===== src/rtl/core/ocpr_pkg.sv =====
// shared types and constants of the ofdm cyclic prefix removal core
// no dependencies; imported by every module of the core
`default_nettype none

package ocpr_pkg;

  localparam int unsigned DATA_W = 64;
  localparam int unsigned CNT_W  = 32;

  // defaults of the top level parameters
  localparam int unsigned DEF_TRANSFORM_SIZE   = 64;
  localparam int unsigned DEF_MODULE_ID_BITS   = 8;
  localparam int unsigned DEF_PARAM_ID_BITS    = 8;
  localparam int unsigned DEF_PARAM_VALUE_BITS = 48;
  localparam int unsigned DEF_OWN_MODULE_ID    = 7;

  // parameter ids of header words addressed to this block
  localparam int unsigned PID_DLEN      = 0;
  localparam int unsigned PID_SYM_NUM   = 1;
  localparam int unsigned PID_PILOT     = 2;
  localparam int unsigned PID_PREFIX    = 3;

  // serial divider geometry
  localparam int unsigned DIV_DVD_W = 64;
  localparam int unsigned DIV_DVS_W = 32;
  localparam int unsigned DIV_CNT_W = $clog2(DIV_DVD_W);

  typedef struct packed {
    logic take_hdr;      // accept header words
    logic take_data;     // accept sample words
    logic load_prod;     // register data length times symbol count
    logic start_pilot;   // divide transform size by pilot spacing
    logic start_blocks;  // divide product by useful carriers per symbol
    logic set_total;     // store saturated quotient as block total
    logic clear_total;   // zero blocks
  } ocpr_cmd_t;

  typedef struct packed {
    logic term_acc;      // terminator word accepted
    logic pilot_zero;
    logic div_done;
    logic per_zero;      // carriers per symbol is zero
    logic quot_zero;
    logic frame_end;     // last word of last block accepted
  } ocpr_sts_t;

endpackage

`default_nettype wire


===== src/rtl/core/ofdm_cyclic_prefix_removal_core.sv =====
// Cyclic prefix removal for an OFDM receive stream. Header words (module id, parameter
// id, value) addressed to OWN_MODULE_ID set data length, symbol count, pilot spacing and
// prefix length and are consumed; other header words pass with tlast low. A word whose
// module id is all ones ends the header. The core then computes the block count
// length*symbols/(TRANSFORM_SIZE - TRANSFORM_SIZE/pilot) and, per block, drops the
// prefix words and forwards TRANSFORM_SIZE samples with their tlast. Header and sample
// words are taken one per cycle while the output is taken. After the terminator word
// the core takes no input while it registers the product and starts the bit-serial
// divider, divides TRANSFORM_SIZE by the pilot spacing and then the product by the
// useful carriers. A zero pilot spacing skips both divisions, no useful carriers the second.
// depends on ocpr_pkg, ocpr_ctrl and ocpr_datapath
`default_nettype none

module ofdm_cyclic_prefix_removal_core import ocpr_pkg::*; #(
  parameter int unsigned TRANSFORM_SIZE   = DEF_TRANSFORM_SIZE,
  parameter int unsigned MODULE_ID_BITS   = DEF_MODULE_ID_BITS,
  parameter int unsigned PARAM_ID_BITS    = DEF_PARAM_ID_BITS,
  parameter int unsigned PARAM_VALUE_BITS = DEF_PARAM_VALUE_BITS,
  parameter int unsigned OWN_MODULE_ID    = DEF_OWN_MODULE_ID
) (
  input  wire logic              clk_i,
  input  wire logic              rst_ni,
  input  wire logic              s_axis_tvalid,
  output logic                   s_axis_tready,
  input  wire logic [DATA_W-1:0] s_axis_tdata,   // [63:0] in_data
  input  wire logic              s_axis_tlast,   // in_last
  output logic                   m_axis_tvalid,
  input  wire logic              m_axis_tready,
  output logic [DATA_W-1:0]      m_axis_tdata,   // [63:0] out_data
  output logic                   m_axis_tlast    // out_last
);

  ocpr_cmd_t cmd;
  ocpr_sts_t sts;

  ocpr_ctrl u_ctrl (
    .clk_i  (clk_i),
    .rst_ni (rst_ni),
    .sts_i  (sts),
    .cmd_o  (cmd)
  );

  ocpr_datapath #(
    .TRANSFORM_SIZE   (TRANSFORM_SIZE),
    .MODULE_ID_BITS   (MODULE_ID_BITS),
    .PARAM_ID_BITS    (PARAM_ID_BITS),
    .PARAM_VALUE_BITS (PARAM_VALUE_BITS),
    .OWN_MODULE_ID    (OWN_MODULE_ID)
  ) u_datapath (
    .clk_i         (clk_i),
    .rst_ni        (rst_ni),
    .cmd_i         (cmd),
    .sts_o         (sts),
    .s_axis_tvalid (s_axis_tvalid),
    .s_axis_tready (s_axis_tready),
    .s_axis_tdata  (s_axis_tdata),
    .s_axis_tlast  (s_axis_tlast),
    .m_axis_tvalid (m_axis_tvalid),
    .m_axis_tready (m_axis_tready),
    .m_axis_tdata  (m_axis_tdata),
    .m_axis_tlast  (m_axis_tlast)
  );

endmodule

`default_nettype wire


===== src/rtl/core/ocpr_divider.sv =====
// bit-serial restoring divider, one quotient bit per cycle
// depends on ocpr_pkg
`default_nettype none

module ocpr_divider import ocpr_pkg::*; (
  input  wire logic                 clk_i,
  input  wire logic                 rst_ni,
  input  wire logic                 start_i,
  input  wire logic [DIV_DVD_W-1:0] dividend_i,
  input  wire logic [DIV_DVS_W-1:0] divisor_i,
  output logic                      done_o,
  output logic [DIV_DVD_W-1:0]      quot_o
);

  logic [DIV_DVD_W-1:0] dvd_q, dvd_d;
  logic [DIV_DVS_W-1:0] dvs_q;
  logic [DIV_DVS_W-1:0] rem_q, rem_d;
  logic [DIV_CNT_W-1:0] cnt_q;
  logic                 busy_q, done_q;
  logic [DIV_DVS_W:0]   shifted;
  logic                 qbit;

  always_comb begin
    shifted = {rem_q, dvd_q[DIV_DVD_W-1]};
    qbit    = shifted >= {1'b0, dvs_q};
    rem_d   = qbit ? DIV_DVS_W'(shifted - {1'b0, dvs_q}) : shifted[DIV_DVS_W-1:0];
    dvd_d   = {dvd_q[DIV_DVD_W-2:0], qbit};
  end

  always_ff @(posedge clk_i or negedge rst_ni) begin
    if (!rst_ni) begin
      busy_q <= 1'b0;
      done_q <= 1'b0;
      cnt_q  <= '0;
    end else begin
      done_q <= 1'b0;
      if (start_i) begin
        busy_q <= 1'b1;
        cnt_q  <= '0;
      end else if (busy_q) begin
        cnt_q <= cnt_q + 1'b1;
        if (cnt_q == DIV_CNT_W'(DIV_DVD_W - 1)) begin
          busy_q <= 1'b0;
          done_q <= 1'b1;
        end
      end
    end
  end

  // dividend register shifts out dividend bits and collects quotient bits
  always_ff @(posedge clk_i) begin
    if (start_i) begin
      dvd_q <= dividend_i;
      dvs_q <= divisor_i;
      rem_q <= '0;
    end else if (busy_q) begin
      dvd_q <= dvd_d;
      rem_q <= rem_d;
    end
  end

  assign done_o = done_q;
  assign quot_o = dvd_q;

endmodule

`default_nettype wire


===== src/rtl/core/ocpr_datapath.sv =====
// header decode, parameter registers, block counters and output register
// depends on ocpr_pkg and ocpr_divider
`default_nettype none

module ocpr_datapath import ocpr_pkg::*; #(
  parameter int unsigned TRANSFORM_SIZE   = DEF_TRANSFORM_SIZE,
  parameter int unsigned MODULE_ID_BITS   = DEF_MODULE_ID_BITS,
  parameter int unsigned PARAM_ID_BITS    = DEF_PARAM_ID_BITS,
  parameter int unsigned PARAM_VALUE_BITS = DEF_PARAM_VALUE_BITS,
  parameter int unsigned OWN_MODULE_ID    = DEF_OWN_MODULE_ID
) (
  input  wire logic              clk_i,
  input  wire logic              rst_ni,
  input  wire ocpr_cmd_t         cmd_i,
  output ocpr_sts_t              sts_o,
  input  wire logic              s_axis_tvalid,
  output logic                   s_axis_tready,
  input  wire logic [DATA_W-1:0] s_axis_tdata,   // [63:0] in_data
  input  wire logic              s_axis_tlast,   // in_last
  output logic                   m_axis_tvalid,
  input  wire logic              m_axis_tready,
  output logic [DATA_W-1:0]      m_axis_tdata,   // [63:0] out_data
  output logic                   m_axis_tlast    // out_last
);

  localparam int unsigned IdShift = PARAM_ID_BITS + PARAM_VALUE_BITS;
  localparam logic [DATA_W-1:0] ValMask = (DATA_W'(1) << PARAM_VALUE_BITS) - DATA_W'(1);

  logic [DATA_W-1:0]         hi_w, pid_sh_w, val_w;
  logic [MODULE_ID_BITS-1:0] mod_id_w;
  logic [PARAM_ID_BITS-1:0]  pid_w;
  logic                      own_w, term_w;
  logic                      acc, acc_hdr, acc_data;
  logic                      emit_data, seg_end, blk_end;
  logic [CNT_W-1:0]          blk_next;

  logic [CNT_W-1:0]     dlen_q, sym_num_q, pilot_q, prefix_q;
  logic [CNT_W-1:0]     total_q, blk_q, smp_q;
  logic [CNT_W-1:0]     total_d;
  logic [DATA_W-1:0]    prod_q;
  logic                 out_valid_q, out_last_q;
  logic [DATA_W-1:0]    out_data_q;

  logic                 div_start, div_done;
  logic [DIV_DVD_W-1:0] div_dvd, div_quot;
  logic [DIV_DVS_W-1:0] div_dvs, per_w;

  // header word fields
  always_comb begin
    hi_w     = s_axis_tdata >> IdShift;
    mod_id_w = hi_w[MODULE_ID_BITS-1:0];
    pid_sh_w = s_axis_tdata >> PARAM_VALUE_BITS;
    pid_w    = pid_sh_w[PARAM_ID_BITS-1:0];
    val_w    = s_axis_tdata & ValMask;
    own_w    = DATA_W'(mod_id_w) == DATA_W'(OWN_MODULE_ID);
    term_w   = &mod_id_w;
  end

  assign s_axis_tready = (cmd_i.take_hdr || cmd_i.take_data) && (!out_valid_q || m_axis_tready);
  assign acc      = s_axis_tvalid && s_axis_tready;
  assign acc_hdr  = acc && cmd_i.take_hdr;
  assign acc_data = acc && cmd_i.take_data;

  // sample position within the prefix plus transform period
  always_comb begin
    emit_data = smp_q >= prefix_q;
    seg_end   = ({1'b0, smp_q} + 33'd1) >= ({1'b0, prefix_q} + 33'(TRANSFORM_SIZE));
    blk_next  = blk_q + 1'b1;
    blk_end   = blk_next >= total_q;
  end

  // carriers per symbol: transform size less pilot positions
  assign per_w     = DIV_DVS_W'(TRANSFORM_SIZE) - div_quot[DIV_DVS_W-1:0];
  assign div_start = cmd_i.start_pilot || cmd_i.start_blocks;
  assign div_dvd   = cmd_i.start_blocks ? prod_q : DIV_DVD_W'(TRANSFORM_SIZE);
  assign div_dvs   = cmd_i.start_blocks ? per_w : pilot_q;
  assign total_d   = (|div_quot[DIV_DVD_W-1:CNT_W]) ? '1 : div_quot[CNT_W-1:0];

  ocpr_divider u_divider (
    .clk_i      (clk_i),
    .rst_ni     (rst_ni),
    .start_i    (div_start),
    .dividend_i (div_dvd),
    .divisor_i  (div_dvs),
    .done_o     (div_done),
    .quot_o     (div_quot)
  );

  always_ff @(posedge clk_i or negedge rst_ni) begin
    if (!rst_ni) begin
      dlen_q    <= '0;
      sym_num_q <= '0;
      pilot_q   <= '0;
      prefix_q  <= '0;
    end else if (acc_hdr && own_w) begin
      if (pid_w == PARAM_ID_BITS'(PID_DLEN)) begin
        dlen_q <= val_w[CNT_W-1:0];
      end else if (pid_w == PARAM_ID_BITS'(PID_SYM_NUM)) begin
        sym_num_q <= val_w[CNT_W-1:0];
      end else if (pid_w == PARAM_ID_BITS'(PID_PILOT)) begin
        pilot_q <= val_w[CNT_W-1:0];
      end else if (pid_w == PARAM_ID_BITS'(PID_PREFIX)) begin
        prefix_q <= val_w[CNT_W-1:0];
      end
    end
  end

  always_ff @(posedge clk_i) begin
    if (cmd_i.load_prod) begin
      prod_q <= DATA_W'(dlen_q) * DATA_W'(sym_num_q);
    end
  end

  always_ff @(posedge clk_i or negedge rst_ni) begin
    if (!rst_ni) begin
      total_q <= '0;
      blk_q   <= '0;
      smp_q   <= '0;
    end else if (cmd_i.set_total || cmd_i.clear_total) begin
      total_q <= cmd_i.set_total ? total_d : '0;
      blk_q   <= '0;
      smp_q   <= '0;
    end else if (acc_data) begin
      if (seg_end) begin
        smp_q <= '0;
        blk_q <= blk_end ? '0 : blk_next;
      end else begin
        smp_q <= smp_q + 1'b1;
      end
    end
  end

  // output register parts the two sides of the stream
  always_ff @(posedge clk_i or negedge rst_ni) begin
    if (!rst_ni) begin
      out_valid_q <= 1'b0;
    end else if ((acc_hdr && !own_w) || (acc_data && emit_data)) begin
      out_valid_q <= 1'b1;
    end else if (m_axis_tready) begin
      out_valid_q <= 1'b0;
    end
  end

  always_ff @(posedge clk_i) begin
    if ((acc_hdr && !own_w) || (acc_data && emit_data)) begin
      out_data_q <= s_axis_tdata;
      out_last_q <= acc_data && s_axis_tlast;
    end
  end

  assign m_axis_tvalid = out_valid_q;
  assign m_axis_tdata  = out_data_q;
  assign m_axis_tlast  = out_last_q;

  always_comb begin
    sts_o.term_acc   = acc_hdr && term_w;
    sts_o.pilot_zero = pilot_q == '0;
    sts_o.div_done   = div_done;
    sts_o.per_zero   = per_w == '0;
    sts_o.quot_zero  = div_quot == '0;
    sts_o.frame_end  = acc_data && seg_end && blk_end;
  end

endmodule

`default_nettype wire


===== src/rtl/core/ocpr_ctrl.sv =====
// phase controller: header, block count computation and data phase
// depends on ocpr_pkg
`default_nettype none

module ocpr_ctrl import ocpr_pkg::*; (
  input  wire logic      clk_i,
  input  wire logic      rst_ni,
  input  wire ocpr_sts_t sts_i,
  output ocpr_cmd_t      cmd_o
);

  localparam logic [2:0] S_HDR  = 3'd0;
  localparam logic [2:0] S_PREP = 3'd1;
  localparam logic [2:0] S_DIV1 = 3'd2;
  localparam logic [2:0] S_DIV2 = 3'd3;
  localparam logic [2:0] S_DATA = 3'd4;

  logic [2:0] state_q, state_d;

  always_comb begin
    state_d = state_q;
    cmd_o   = '0;
    unique case (state_q)
      S_HDR: begin
        cmd_o.take_hdr = 1'b1;
        if (sts_i.term_acc) begin
          state_d = S_PREP;
        end
      end
      S_PREP: begin
        cmd_o.load_prod = 1'b1;
        if (sts_i.pilot_zero) begin
          cmd_o.clear_total = 1'b1;
          state_d           = S_HDR;
        end else begin
          cmd_o.start_pilot = 1'b1;
          state_d           = S_DIV1;
        end
      end
      S_DIV1: begin
        if (sts_i.div_done) begin
          if (sts_i.per_zero) begin
            cmd_o.clear_total = 1'b1;
            state_d           = S_HDR;
          end else begin
            cmd_o.start_blocks = 1'b1;
            state_d            = S_DIV2;
          end
        end
      end
      S_DIV2: begin
        if (sts_i.div_done) begin
          cmd_o.set_total = 1'b1;
          state_d         = sts_i.quot_zero ? S_HDR : S_DATA;
        end
      end
      S_DATA: begin
        cmd_o.take_data = 1'b1;
        if (sts_i.frame_end) begin
          state_d = S_HDR;
        end
      end
      default: begin
        state_d = S_HDR;
      end
    endcase
  end

  always_ff @(posedge clk_i or negedge rst_ni) begin
    if (!rst_ni) begin
      state_q <= S_HDR;
    end else begin
      state_q <= state_d;
    end
  end

endmodule

`default_nettype wire


===== config.mk =====
export PLATFORM = sky130hd
export DESIGN_NAME = ofdm_cyclic_prefix_removal_core
export DESIGN_NICKNAME = d
export VERILOG_FILES = /design/src/rtl/core/ocpr_pkg.sv /design/src/rtl/core/ofdm_cyclic_prefix_removal_core.sv /design/src/rtl/core/ocpr_divider.sv /design/src/rtl/core/ocpr_datapath.sv /design/src/rtl/core/ocpr_ctrl.sv
export SDC_FILE = /design/constraint.sdc
export NUM_CORES = 2
export LEC_CHECK = 0
export ABC_AREA = 1
export BUFFER_PORTS_ARGS = -buffer_cell sky130_fd_sc_hd__buf_2
export CAP_MARGIN = 20
export CORE_ASPECT_RATIO = 1.4
export CORE_MARGIN = 1.5
export CORE_UTILIZATION = 60
export CTS_BUF_LIST = sky130_fd_sc_hd__clkbuf_16
export CTS_CLUSTER_DIAMETER = 150
export DETAILED_ROUTE_END_ITERATION = 10
export PLACE_DENSITY = 0.77
export REMOVE_ABC_BUFFERS = 1
export SYNTH_ARGS = -nofsm -noshare
export SYNTH_HDL_FRONTEND = slang
export SYNTH_SLANG_ARGS = --single-unit

===== constraint.sdc =====
create_clock -name clk_i -period 14.9 [get_ports clk_i]
set_input_delay 2.98 -clock clk_i [delete_from_list [all_inputs] [get_ports clk_i]]
set_output_delay 2.98 -clock clk_i [all_outputs]
set_load 0.05 [all_outputs]

==> qor.csv <==
stage,metric,value,unit
status,run_status,completed,
timing,maxSlewViolCount,0,
setup_path,cp.arrival,8.30,ns
route,dr_total_vias,50463,
synth,ys_warn_count,0,
min_path,min_from,u_datapath.u_divider.rem_q[19],
route,postRouteAntennaNets,0,
pwr,p_leak,36.41,nW
floorplanning,num_rows,138,
synth,synth_ff_type,dfrtp_1,
cts,post_cts_buffers,0,
setup_path,rr_worst_depth,20,
synth,ys_ff_latch,493,
route,drtIter0Drc,3857,
timing,fin_tns_setup,0,ns
synth,synth_cells,7729,
synth,yosys.area.top_type_share,29.31,%
setup_path,critPathKind,reg2reg,
finish,post-route-util,63.93,%
cts,cts_resized,0,
timing,max_freq,126.4,MHz
timing,finalCritPeriodShare,53.11,%
route,via_per_inst,5.597,
synth,async_flop_share,47.87,%
route,wl_per_cell,20.25,um
timing,maxSlewHeadroom,31.72,%
route,wl,182.6,mm
floorplanning,die_y,381.1,um
setup_path,crit_required,15.29,ns
cts,cts_tree,yes,
job,maxCapViolCount,0,
cts,cts_buffers,50,
timing,setup_violations,0,
place,io_buffers,135,
setup_path,reg2reg_slack,6.99,ns
global_routing,track_usage,35.75,%
cts,cts_root_buf,clkbuf_16,
floorplanning,core,101200,sq um
global_routing,grtUsageMet2,62.83,%
global_routing,grt.busiest_layer,met2,
timing,rsz0062_at_grt,no,
place,gp_congestion,0.9565,
min_path,hold_end,u_datapath.u_divider.rem_q[19],
synth,synth_compound_gate_area_share,5.403,%
timing,skew,0.02074,ns
global_routing,grt_first_pass_wirelength,284.4,mm
timing,post-route-min-period,7.913,ns
synth,synth_area,61270,sq um
cts,htreeDepth,2,
min_path,hold_depth,2,
floorplanning,initial_utilization,60.56,%
timing,finalHoldViolations,0,
setup_path,timing.rr.end,u_datapath.prod_q[44],
cts,numClockSinks,493,
finish,areaGrowthSynthToFinish,5.560,%
setup_path,crit_fanout,33,
synth,synth_fa_ha_area_share,37.41,%
pwr,peakVddDrop,0.09234,mV
synth,yosys.area_share.simple,19.06,%
global_routing,antenna_found_initial,3,
synth,yosysUniqueCellTypes,50,
finish,fin_nets,9007,
cts,hold_buffers,0,
floorplanning,pin_count,136,
finish,drive_gt1_share,4.294,%
synth,synthTopCellsByArea,"fa_1 (29%), nand2_1 (13%), inv_1 (12%), edfxtp_1 (11%), dfrtp_1 (9.6%)",
min_path,min_path_type,reg2reg,
synth,synth_xor_area_share,2.387,%
place,hpwl,139.8,mm
global_routing,grt_max_degree,95,
floorplanning,chipWidth,273.1,um
route,drtPass1Iterations,5,
synth,synthMuxAreaShare,0,%
setup_path,worstReg2RegStart,u_datapath.dlen_q[12],
route,drc,0,
global_routing,met1_usage,37.43,%
synth,synth_edf_count,225,
setup_path,cp-start-kind,register,
cts,insertion_delay,0.63,ns
synth,synth_most_common_cell,nand2_1,
synth,seq_area_frac_synth,21.71,%
synth,synth_top_cell_by_area,fa_1,
cts,cts_buffer_depth,3,
global_routing,grtUsageMet3,5.124,%
global_routing,grt.overflow.total,0,
synth,ys_top_cells_by_count,"nand2_1 (2048), inv_1 (1904), fa_1 (897)",
synth,syn_avg_cell_area,7.928,sq um
global_routing,grt_pass1_vias,52871,
pwr,power_density,51.29,nW/um^2
timing,worst_pin_slew,1.016,ns
cts,cts.clk_slew.worst_paths,0.07,ns
floorplanning,dieArea,104100,sq um
synth,synth_top_family_by_area,adder cells,
setup_path,end_kind,register,
-- worst max path at each step --
| stage | from | endpoint | slack [ns] | cells past startpoint |
|---|---|---|---|---|
| CTS | u_datapath.dlen_q[12] | u_datapath.prod_q[23] | 7.27 | 22 |
| detailed placement | u_datapath.dlen_q[12] | u_datapath.prod_q[23] | 7.25 | 22 |
| global placement | u_datapath.dlen_q[12] | u_datapath.prod_q[23] | 7.31 | 22 |
| finish | u_datapath.dlen_q[12] | u_datapath.prod_q[44] | 6.99 | 20 |
| floorplan | u_ctrl.state_q[2] | u_datapath.u_divider.quot_o[0] | 3.43 | 5 |
| global route | u_datapath.sym_num_q[18] | u_datapath.prod_q[60] | 6.81 | 22 |
-- kinds of logic after synthesis --
| logic type | count (synthesis) |
|---|---|
| AOI/OAI and AO/OA | 611 |
| xor gates and xnor gates | 167 |
| adders and majority gates | 1294 |
| buffers and inverters | 2265 |
| DFF | 493 |
| and+or+nand+nor | 2899 |
-- report_power, final --
| part | switching [mW] | total [mW] | internal [mW] |
|---|---|---|---|
| clock network | 0.589 | 1.34 | 0.755 |
| logic | 0.342 | 0.459 | 0.118 |
| registers | 0.0235 | 1.51 | 1.49 |
| total | 0.954 | 3.32 | 2.36 |
-- per-stage QoR --
step | hold slack [ns] | std cells | worst slack [ns] | cell area [sq um] | power (mW)
CTS | 0.4804 | 9012 | 7.265 | 64610 | 3.328
detailed placement | 0.4714 | 8919 | 7.246 | 62890 | 1.994
finish | 0.4800 | 9016 | 6.987 | 64680 | 3.317
global placement | 0.4683 | 8918 | 7.306 | 62860 | 1.988
global route | 0.5020 | 9015 | 6.806 | 64680 | 3.422
floorplan | 0.4530 | 7371 | 3.433 | 59840 | 1.847
-- routing by layer --
layer | part of all wire [%] | vias up | wire length (um)
met4 | 10 | 2 | 18490
li1 | - | 22768 | -
met1 | 33 | 24459 | 59700
met5 | 0.0055 | - | 10
met3 | 6.7 | 953 | 12270
met2 | 50 | 2281 | 92110
-- layout by cell type (no fill, tap or decap), types with 4 or more instances in the layout --
cell	n
a21o_1	20
nand3_1	236
buf_2	134
a22oi_1	11
buf_4	82
nand4_1	83
clkinv_1	8
ha_1	397
edfxtp_1	225
dfrtp_1	233
o21ai_1	4
clkinv_2	9
fa_1	897
a21oi_1	199
xnor2_1	48
nand2_2	4
clkbuf_16	53
nor2_2	8
o211ai_1	9
bufinv_16	6
nor2_1	390
nand2_1	2044
a31oi_1	17
xor2_1	119
o21bai_1	17
nor3_1	63
a21boi_0	12
and3_1	7
dfxtp_1	32
and2_1	6
o21ai_0	301
nor4_1	28
o21a_1	9
inv_1	1910
nand3b_1	18
-- worst max-delay path, cell delays in order, from the launching register on --
cell and delay, ns:
dfrtp_2 0.98, nand2_1 0.11, inv_1 0.10, fa_1 0.41, inv_1 0.10, fa_1 0.39
inv_1 0.09, fa_1 0.46, fa_1 0.96, fa_1 0.54, fa_1 0.46, fa_1 0.54
fa_1 0.43, ha_1 0.44, nand2_1 0.12, nor2_1 0.20, inv_1 0.10, nor4_1 0.45
nand3_1 0.17, nand3_1 0.24, xor2_1 0.36
-- area by class of cell --
class	instances	area [sq um]
antenna	1	2.502
clock buffer	53	1326
clock inverter	40	395.4
fill	8811	36500
inverter	1907	7158
multi-input combinational	4971	39430
sequential	493	13310
tap	1330	1664
timing repair buffer	221	1396
(Power assumes the default switching activity.)
